## config.mk

```make
export PLATFORM = sky130hd
export DESIGN_NAME = rpc_mul
export DESIGN_NICKNAME = d
export VERILOG_FILES = /design/src/design/rpc_pkg.sv /design/src/design/rpc_mul.sv
export SDC_FILE = /design/constraint.sdc
export NUM_CORES = 1
export LEC_CHECK = 0
export BUFFER_PORTS_ARGS = -buffer_cell sky130_fd_sc_hd__buf_2
export CAP_MARGIN = 5
export CORE_MARGIN = 4
export CORE_UTILIZATION = 55
export CTS_BUF_LIST = sky130_fd_sc_hd__clkbuf_4 sky130_fd_sc_hd__clkbuf_8
export DETAILED_ROUTE_END_ITERATION = 10
export PLACE_DENSITY_LB_ADDON = 0.15
export SKIP_LAST_GASP = 1
export SYNTH_ARGS = -nofsm -noshare
export SYNTH_HDL_FRONTEND = slang
export SYNTH_SLANG_ARGS = --single-unit
```

## constraint.sdc

```tcl
create_clock -name i_clk -period 31.4 [get_ports i_clk]
set_clock_uncertainty 0.15 [all_clocks]
set_input_delay 4.71 -clock i_clk [delete_from_list [all_inputs] [get_ports i_clk]]
set_output_delay 4.71 -clock i_clk [all_outputs]
set_load 0.02 [all_outputs]
```

## src/design/rpc_pkg.sv

```systemverilog
`default_nettype none

package rpc_pkg;

    // Store geometry.
    localparam int MAX_ROWS    = 64;
    localparam int MAX_COLS    = 256;
    localparam int ROW_W       = $clog2(MAX_ROWS);
    localparam int COL_W       = $clog2(MAX_COLS);
    localparam int ADDR_W      = ROW_W + COL_W;
    localparam int STORE_DEPTH = 2 ** ADDR_W;

    // Field and register widths.
    localparam int SAMPLE_W = 16;
    localparam int ROWC_W   = 7;
    localparam int COLC_W   = 9;
    localparam int CFG_W    = 9;
    localparam int Q_W      = 15;

    // Accumulator and variance widths.
    localparam int SX_W  = SAMPLE_W + COL_W;
    localparam int ACC_W = 2 * SAMPLE_W + COL_W;
    localparam int V_W   = ACC_W + COL_W + 2;

    // Serial multiplier operand widths.
    localparam int MB_W = V_W;
    localparam int MA_W = 2 * V_W + 32;

    // Opcodes.
    localparam logic OP_WRITE = 1'b0;
    localparam logic OP_QUERY = 1'b1;

    // Register indexes.
    localparam logic CFG_ROW_COUNT = 1'b0;
    localparam logic CFG_COL_COUNT = 1'b1;

    // Reset values.
    localparam logic [ROWC_W-1:0] ROWC_RESET = 7'd64;
    localparam logic [COLC_W-1:0] COLC_RESET = 9'd256;

    // Request to the shared multiplier.
    typedef struct packed {
        logic            start;
        logic [MA_W-1:0] a;
        logic [MB_W-1:0] b;
    } t_mul_req;

    // Response of the shared multiplier.
    typedef struct packed {
        logic            busy;
        logic            done;
        logic [MA_W-1:0] product;
    } t_mul_rsp;

endpackage

`default_nettype wire

```

## src/design/rpc_mul.sv

```systemverilog
`default_nettype none

module rpc_mul (
    input  wire logic              i_clk,
    input  wire logic              i_rst_n,
    input  wire rpc_pkg::t_mul_req i_req,
    output rpc_pkg::t_mul_rsp      o_rsp
);

    logic                     r_busy;
    logic                     r_done;
    logic [rpc_pkg::MA_W-1:0] r_a;
    logic [rpc_pkg::MB_W-1:0] r_b;
    logic [rpc_pkg::MA_W-1:0] r_acc;

    // Shift-add multiplier: one multiplier bit per cycle, ends once the
    // remaining multiplier bits are all zero.
    always_ff @(posedge i_clk) begin
        if (!i_rst_n) begin
            r_busy <= 1'b0;
            r_done <= 1'b0;
        end else begin
            r_done <= 1'b0;
            if (i_req.start) begin
                r_busy <= 1'b1;
                r_a    <= i_req.a;
                r_b    <= i_req.b;
                r_acc  <= '0;
            end else if (r_busy) begin
                if (r_b == '0) begin
                    r_busy <= 1'b0;
                    r_done <= 1'b1;
                end else begin
                    if (r_b[0]) begin
                        r_acc <= r_acc + r_a;
                    end
                    r_a <= r_a << 1;
                    r_b <= r_b >> 1;
                end
            end
        end
    end

    assign o_rsp.busy    = r_busy;
    assign o_rsp.done    = r_done;
    assign o_rsp.product = r_acc;

endmodule

`default_nettype wire

```

==> results of run 1 <==
==> how the worst min path moves through the flow <==
stage                 from  endpoint  slack, ps  cells after the start
global route        r_busy    r_done        390                      1
floorplan           r_busy    r_done        350                      1
finish              r_busy    r_done        380                      1
global placement    r_busy    r_done        360                      1
CTS                 r_busy    r_done        380                      1
detailed placement  r_busy    r_done        360                      1
==> cell type report <==
cell class | count | area share
sequential | 316 | 0.390
clock inverter | 29 | 0.00995
tap | 511 | 0.0263
antenna | 6 | 0.000618
multi-input combinational | 1619 | 0.462
inverter | 36 | 0.00557
clock buffer | 72 | 0.0367
timing repair buffer | 326 | 0.0684
==> cell families after synthesis <==
logic type / share of synthesized area
AO/OA/AOI/OAI: 0.168
adder cells (fa/ha/maj): 0.0781
buffers and inverters: 0.0260
multiplexers: 0.0981
flip-flops: 0.446
XOR/XNOR: 0.0487
AND/OR/NAND/NOR: 0.135
==> critical path, delay by kind of cell <==
kind | cells | cell delay [ps]
AOI/OAI and AO/OA | 1 | 890
and+or+nand+nor | 1 | 1000
buffers and inverters | 2 | 1380
==> stage by stage <==
stage                     cells  hold WS, ps  area [sq um]   util
after CTS                  2909          378         24300  0.641
final                      2915          381         24300  0.642
after global routing       2911          392         24300  0.641
after floorplan            2066          349         21200      -
after detailed placement   2808          360         23100  0.611
after global placement     2808          363         23100  0.611
==> layer usage <==
metal  vias to the layer above  routed length [um]  GRT usage
li1                       8383                   -          -
met2                       646               26800      0.435
met1                      8388               26500      0.389
met4                        12                1480     0.0775
met5                         -                  73          0
met3                       107                5160     0.0741
==> state kept, by name, summed over array words and instances (netlist names) <==
register,count
r_b,50
r_busy,1
r_done,1
r_a,132
r_acc,132
==> synth_stat cells, types with 8 or more instances <==
cell | number | area (sq um)
o21ai_1 | 14 | 70.1
o211ai_1 | 9 | 67.6
a31oi_1 | 16 | 100
mux2_2 | 182 | 2050
o21ai_0 | 95 | 475
buf_2 | 27 | 135
inv_1 | 36 | 135
a211oi_1 | 9 | 67.6
nand3_1 | 24 | 120
ha_1 | 131 | 1640
nor2_1 | 253 | 950
a21oi_1 | 208 | 1040
clkbuf_1 | 62 | 233
o21bai_1 | 46 | 345
xnor2_1 | 76 | 666
edfxtp_1 | 314 | 9430
a21boi_0 | 8 | 60.1
nor3_1 | 46 | 230
o21a_1 | 20 | 150
a21o_1 | 68 | 510
nor4_1 | 20 | 125
nand2_1 | 159 | 597
xor2_1 | 42 | 368
nand4_1 | 72 | 450
==> power groups by stage <==
stage / Combinational, mW / Clock [mW] / Sequential, mW
floorplan: 0.238 / 0 / 0.548
global placement: 0.337 / 0 / 0.535
detailed placement: 0.341 / 0 / 0.536
CTS: 0.343 / 0.408 / 0.528
global route: 0.381 / 0.428 / 0.531
finish: 0.347 / 0.398 / 0.528
==> impl_metrics.json, run 1 <==
{
  "reg2reg_from": "r_acc[0]",
  "cts.sinks": 316,
  "peakVddDrop_mv": 0.0347,
  "dr.pass1.iters": 6,
  "cellLeakagePower_nw": 9.52,
  "syn_avg_cell_area_sq_um": 10.3,
  "swShare": 0.324,
  "core_area_sq_um": 37800,
  "postRouteAntennaNets": 0,
  "dp_hpwl_mm": 46.2,
  "path_clk_slew_ps": 60,
  "cp-startpoint": "i_req[182]",
  "die_area_sq_um": 41800,
  "layout_common_cells": "buf_2 (317), edfxtp_1 (314), nor2_1 (253)",
  "clkPwrFrac": 0.313,
  "rows": 71,
  "cts_hold_buf": 0,
  "power.total_mw": 1.27,
  "cp.required_ps": 31530,
  "grt_usage": 0.279,
  "post_cts_resized": 0,
  "multi_input_area_sq_um": 11200,
  "finalHoldViolations": 0,
  "port_buffers": 318,
  "layout_commonest_cell": "buf_2",
  "synth.distinct_cells": 85,
  "ys_seq_elements": 316,
  "critical_path.slowest_cell": "nor2b_4",
  "syn_area_sq_um": 21200,
  "routabilityCongestion": 0.957,
  "worstMarginPinSlew_ps": 1110,
  "post-route-drc-count": 0,
  "yosysWarnings": 0,
  "cpPeakStageDelay_ps": 1000,
  "synth_ff_type": "edfxtp_1",
  "p_comb_frac": 0.273,
  "wl_mm": 60.0,
  "wl_per_cell_um": 20.6,
  "crit_arrival_ps": 8120,
  "synth.net_count": 2383,
  "cp-endpoint": "r_acc[57]",
  "clk-insertion-delay-late_ps": 660,
  "power.share.sequential": 0.415,
  "min_period_ps": 7990,
  "cts-htree-levels": 2,
  "tns_ps": 0,
  "fmax_mhz": 125,
  "die_width_um": 204,
  "drv_slew": 0,
  "r2r-end": "r_acc[88]",
  "pwr_density_cell_nw_per_um2": 52.4,
  "antenna_found_initial": 11,
  "post-place-ws_ps": 22620,
  "setup-violations-final": 0,
  "grt_max_degree": 120,
  "endpoint_kind": "register",
  "clk_path_buf_depth": 3,
  "hold_class": "register to register",
  "numCtsBuffers": 55,
  "finalCritPeriodShare": 0.255,
  "maxCapViolCount": 0,
  "p_int_uw": 861,
  "seq_area_sq_um": 9470,
  "p_switching_uw": 412,
  "chipHeight_um": 204,
  "synth-seq-area-share": 0.446,
  "r2r_setup_slack_ps": 27040,
  "cts_tree": "done",
  "status": "complete, no violations",
  "drive_gt1_frac": 0.266,
  "syn2layout_area_growth_pct": 14.3,
  "start_util": 0.561,
  "io-pin-count": 319,
  "fill_cells": 3193,
  "cts-root-buf": "clkbuf_8",
  "drt-initial-drc-count": 1184,
  "rsz0062_at_grt": "no",
  "setup_slack_ps": 23410,
  "grt_pass1_vias": 17200,
  "grt_overflow_total": 0,
  "critPathMaxFanout": 119,
  "post_cts_buffers": 0,
  "num_vias": 17500,
  "synth-async-reset-ratio": 0,
  "crit_type": "input port to register",
  "viasPerCell": 6.02,
  "synth_edf_count": 314,
  "fin_nets": 2671,
  "startpoint_type": "input port",
  "reg2reg_depth": 13,
  "syn_inst": 2066,
  "grt_pass1_wl_mm": 93.4,
  "slew-limit-headroom": 0.253,
  "crit_chain": "buf_8, o21a_4, nor2b_4, buf_4"
}
(Power assumes the default switching activity.)
==> run 2: changes to the inputs <==
--- a/config.mk
+++ b/config.mk
@@ -8,7 +8,7 @@
 export BUFFER_PORTS_ARGS = -buffer_cell sky130_fd_sc_hd__buf_2
 export CAP_MARGIN = 5
 export CORE_MARGIN = 4
-export CORE_UTILIZATION = 55
+export CORE_UTILIZATION = 54
 export CTS_BUF_LIST = sky130_fd_sc_hd__clkbuf_4 sky130_fd_sc_hd__clkbuf_8
 export DETAILED_ROUTE_END_ITERATION = 10
 export PLACE_DENSITY_LB_ADDON = 0.15
==> constraint.sdc (replaced) <==
create_clock -name i_clk -period 7.29 [get_ports i_clk]
set_clock_uncertainty 0.15 [all_clocks]
set_input_delay 1.0935 -clock i_clk [delete_from_list [all_inputs] [get_ports i_clk]]
set_output_delay 1.0935 -clock i_clk [all_outputs]
set_load 0.02 [all_outputs]
==> impl_metrics.json, run 2 (synthesis results as in run 1) <==
{
  "postRouteAntennaNets": 0,
  "port_buffers": 318,
  "setup-violations-final": 0,
  "drv_slew": 0,
  "layout_commonest_cell": "buf_2",
  "routabilityCongestion": 0.956,
  "slew-limit-headroom": 0.296,
  "fill_cells": 3338,
  "post-place-ws_ps": 2370,
  "syn2layout_area_growth_pct": 14.8,
  "fin_nets": 2671,
  "grt_overflow_total": 0,
  "dp_hpwl_mm": 46.2,
  "cts.sinks": 316,
  "pwr_density_cell_nw_per_um2": 229,
  "layout_common_cells": "buf_2 (317), edfxtp_1 (314), nor2_1 (253)",
  "grt_usage": 0.275,
  "drt-initial-drc-count": 1194,
  "wl_mm": 60.6,
  "fmax_mhz": 237,
  "wl_per_cell_um": 20.8,
  "antenna_found_initial": 11,
  "maxCapViolCount": 0,
  "largestRegisters": "r_a: 132 flops, r_acc: 132 flops, r_b: 50 flops",
  "grt_pass1_vias": 17200,
  "path_clk_slew_ps": 60,
  "grt_max_degree": 198,
  "finalCritPeriodShare": 0.579,
  "tns_ps": 0,
  "numCtsBuffers": 57,
  "cts_tree": "done",
  "chipHeight_um": 206,
  "power.total_mw": 5.58,
  "critPathMaxFanout": 131,
  "crit_type": "input port to register",
  "viasPerCell": 5.99,
  "cts-root-buf": "clkbuf_8",
  "status": "complete, no violations",
  "post_cts_buffers": 0,
  "rsz0062_at_grt": "no",
  "rows": 72,
  "clk-insertion-delay-late_ps": 670,
  "cellLeakagePower_nw": 9.56,
  "grt_pass1_wl_mm": 93.2,
  "drive_gt1_frac": 0.271,
  "die_area_sq_um": 42600,
  "core_area_sq_um": 38700,
  "crit_arrival_ps": 4330,
  "num_vias": 17500,
  "cp.required_ps": 7400,
  "post-route-drc-count": 0,
  "cts_hold_buf": 0,
  "cts-htree-levels": 2,
  "dr.pass1.iters": 5,
  "min_period_ps": 4220,
  "io-pin-count": 319,
  "post_cts_resized": 0,
  "setup_slack_ps": 3070,
  "peakVddDrop_mv": 0.203,
  "endpoint_kind": "register",
  "hold_class": "register to register",
  "worstMarginPinSlew_ps": 1060,
  "start_util": 0.548,
  "die_width_um": 206,
  "startpoint_type": "input port",
  "clk_path_buf_depth": 3,
  "finalHoldViolations": 0
}
## run 2: path summary, 6_finish.rpt
kind	startpoint	endpoint	slack, ps	depth (start not counted)
max	i_req[182]	r_acc[65]	3070	4
min	r_busy	r_done	380	1
max reg2reg	r_acc[0]	r_acc[102]	3070	13
min reg2reg	r_busy	r_done	380	1
## run 2: report_power, final
group	internal [mW]	switching, mW
logic	0.577	0.924
registers	2.19	0.0800
clock network	1.02	0.788
total	3.79	1.79
## run 2: cell type report
type | instances | area [sq um] | share of cell area
multi-input combinational | 1619 | 11200 | 0.461
timing repair buffer | 324 | 1660 | 0.0681
clock inverter | 18 | 169 | 0.00693
clock buffer | 84 | 1040 | 0.0428
inverter | 36 | 135 | 0.00555
antenna | 6 | 15.0 | 0.000616
tap | 518 | 648 | 0.0266
sequential | 316 | 9470 | 0.389
## run 2: worst max-delay path: stages
cell	delay, ps
buf_8	640
o21a_4	900
nor2b_4	730
buf_4	820
## run 2: layer usage
metal	vias to the layer above	track usage	wire length [um]
met3	113	0.0683	5280
met2	624	0.427	27000
met5	-	0	93
met1	8376	0.383	26700
li1	8382	-	-
met4	14	0.0839	1630
## run 2: stage by stage
stage	hold slack, ps	std cells	utilization	cell area, sq um
2_1_floorplan	349	2066	-	21200
3_3_place_gp	375	2813	0.597	23100
3_5_place_dp	383	2813	0.597	23100
4_1_cts	394	2915	0.629	24400
5_1_grt	421	2916	0.629	24400
6_report	385	2921	0.629	24400
==> run 3: changes to the inputs <==
--- a/config.mk
+++ b/config.mk
@@ -8,7 +8,7 @@
 export BUFFER_PORTS_ARGS = -buffer_cell sky130_fd_sc_hd__buf_2
 export CAP_MARGIN = 5
 export CORE_MARGIN = 4
-export CORE_UTILIZATION = 54
+export CORE_UTILIZATION = 55
 export CTS_BUF_LIST = sky130_fd_sc_hd__clkbuf_4 sky130_fd_sc_hd__clkbuf_8
 export DETAILED_ROUTE_END_ITERATION = 10
 export PLACE_DENSITY_LB_ADDON = 0.15
==> constraint.sdc (replaced) <==
create_clock -name i_clk -period 3.9 [get_ports i_clk]
set_clock_uncertainty 0.15 [all_clocks]
set_input_delay 0.585 -clock i_clk [delete_from_list [all_inputs] [get_ports i_clk]]
set_output_delay 0.585 -clock i_clk [all_outputs]
set_load 0.02 [all_outputs]
==> impl_metrics.json, run 3 (synthesis results as in run 1) <==
{
  "cts-root-buf": "clkbuf_8",
  "hold_class": "input port to register",
  "wl_mm": 62.9,
  "path_clk_slew_ps": 60,
  "cts-htree-levels": 2,
  "stdcell_count": 2971,
  "worst_hold_slack_ps": 55.9,
  "r2r-end": "r_acc[113]",
  "syn2layout_area_growth_pct": 17.2,
  "largestRegisters": "r_a: 132 flops, r_acc: 132 flops, r_b: 50 flops",
  "power.total_mw": 10.5,
  "pwr_density_cell_nw_per_um2": 422,
  "grt_pass1_vias": 17700,
  "crit_type": "register to register",
  "stdcell_area_sq_um": 24900,
  "cellLeakagePower_nw": 9.85,
  "die_width_um": 204,
  "antenna_found_initial": 15,
  "reg2reg_depth": 13,
  "rows": 71,
  "clk-insertion-delay-late_ps": 660,
  "reg2reg_from": "r_acc[4]",
  "slew-limit-headroom": 0.429,
  "min_period_ps": 3840,
  "grt_overflow_total": 0,
  "finalHoldViolations": 0,
  "start_util": 0.561,
  "postRouteAntennaNets": 0,
  "cts.sinks": 316,
  "port_buffers": 318,
  "post-route-drc-count": 0,
  "grt_usage": 0.294,
  "clk_path_buf_depth": 3,
  "drive_gt1_frac": 0.290,
  "crit_arrival_ps": 4080,
  "drv_slew": 0,
  "dr.pass1.iters": 5,
  "worstMarginPinSlew_ps": 847,
  "viasPerCell": 5.99,
  "startpoint_type": "register",
  "post-place-ws_ps": -63.5,
  "routabilityCongestion": 0.969,
  "status": "complete, no violations",
  "grt_pass1_wl_mm": 97.6,
  "dpl_cell_area_sq_um": 23600,
  "die_area_sq_um": 41800,
  "setup-violations-final": 0,
  "dp_cells": 2865,
  "grt_max_degree": 121,
  "finalCritPeriodShare": 0.985,
  "io-pin-count": 319,
  "endpoint_kind": "register",
  "fill_cells": 3194,
  "cp-endpoint": "r_acc[113]",
  "cp.required_ps": 4140,
  "critPathMaxFanout": 5,
  "layout_commonest_cell": "buf_2",
  "cts_tree": "done",
  "fmax_mhz": 260,
  "num_vias": 17800,
  "setup_slack_ps": 57.6,
  "layout_common_cells": "buf_2 (317), edfxtp_1 (314), nor2_1 (252)",
  "core_area_sq_um": 37800,
  "multi_input_area_sq_um": 11300,
  "rsz0062_at_grt": "yes",
  "chipHeight_um": 204,
  "numCtsBuffers": 55,
  "dp_hpwl_mm": 48.9,
  "drt-initial-drc-count": 1391,
  "r2r_setup_slack_ps": 60,
  "fin_nets": 2729,
  "peakVddDrop_mv": 0.303,
  "maxCapViolCount": 0,
  "seq_area_sq_um": 9470,
  "cp-startpoint": "r_acc[4]",
  "wl_per_cell_um": 21.2
}
-- run 3: cell types whose count changed in the layout (fill, tap and decap cells not counted), moves of 3 or more --
cell / delta
buf_12: +4
clkbuf_4: +3
buf_4: +55
clkinv_1: +6
clkbuf_8: -11
clkinv_2: -4
-- run 3: metrics by stage --
step           TNS [ps]  utilization
2_1_floorplan   -323790            -
3_3_place_gp      -32.5        0.624
3_5_place_dp       -131        0.624
4_1_cts               0        0.655
5_1_grt           -27.6        0.658
6_report              0        0.658
-- run 3: where the power goes --
group	total, mW	internal, mW	switching (mW)
clock	3.31	1.85	1.46
sequential	4.24	4.09	0.147
combinational	2.96	1.17	1.79
total	10.5	7.12	3.40
-- run 3: layout make-up --
type	count	share of cell area
antenna	7	0.000704
clock buffer	76	0.0367
clock inverter	22	0.00990
inverter	36	0.00543
multi-input combinational	1619	0.454
sequential	316	0.380
tap	511	0.0257
timing repair buffer	384	0.0869
-- run 3: what timing repair did --
action,CTS,global route
gates resized for setup,3,15
hold endpoints to repair,0,0
pin swaps,0,7
hold buffers,0,0
endpoints found under the setup margin,3,17
setup buffers,0,1
-- run 3: per-layer routing --
metal  vias to the layer above  part of all wire  GRT usage
li1                       8492                 -          -
met1                      8525              0.44      0.403
met2                       651              0.45      0.461
met3                       113             0.085     0.0778
met4                        18             0.026     0.0900
met5                         -            0.0017          0
-- run 3: worst max-delay path, stage by stage, from the launching register on --
cell	delay (ps)
edfxtp_1	420
ha_1	400
nand2_1	140
o31ai_4	330
nand4_1	230
a31oi_2	320
nand3_2	210
a2111oi_4	460
buf_4	200
o21ai_1	70
nand2_2	150
a31oi_1	200
xnor2_1	230
nor2_1	60
-- run 3: how the worst min path moves through the flow --
stage	startpoint	end	cells after the start
final	i_rst_n	r_busy	2
after detailed placement	r_busy	r_done	1
after CTS	i_rst_n	r_busy	2
after global routing	i_req[49]	r_b[49]	2
after global placement	r_busy	r_done	1
after floorplan	r_busy	r_done	1
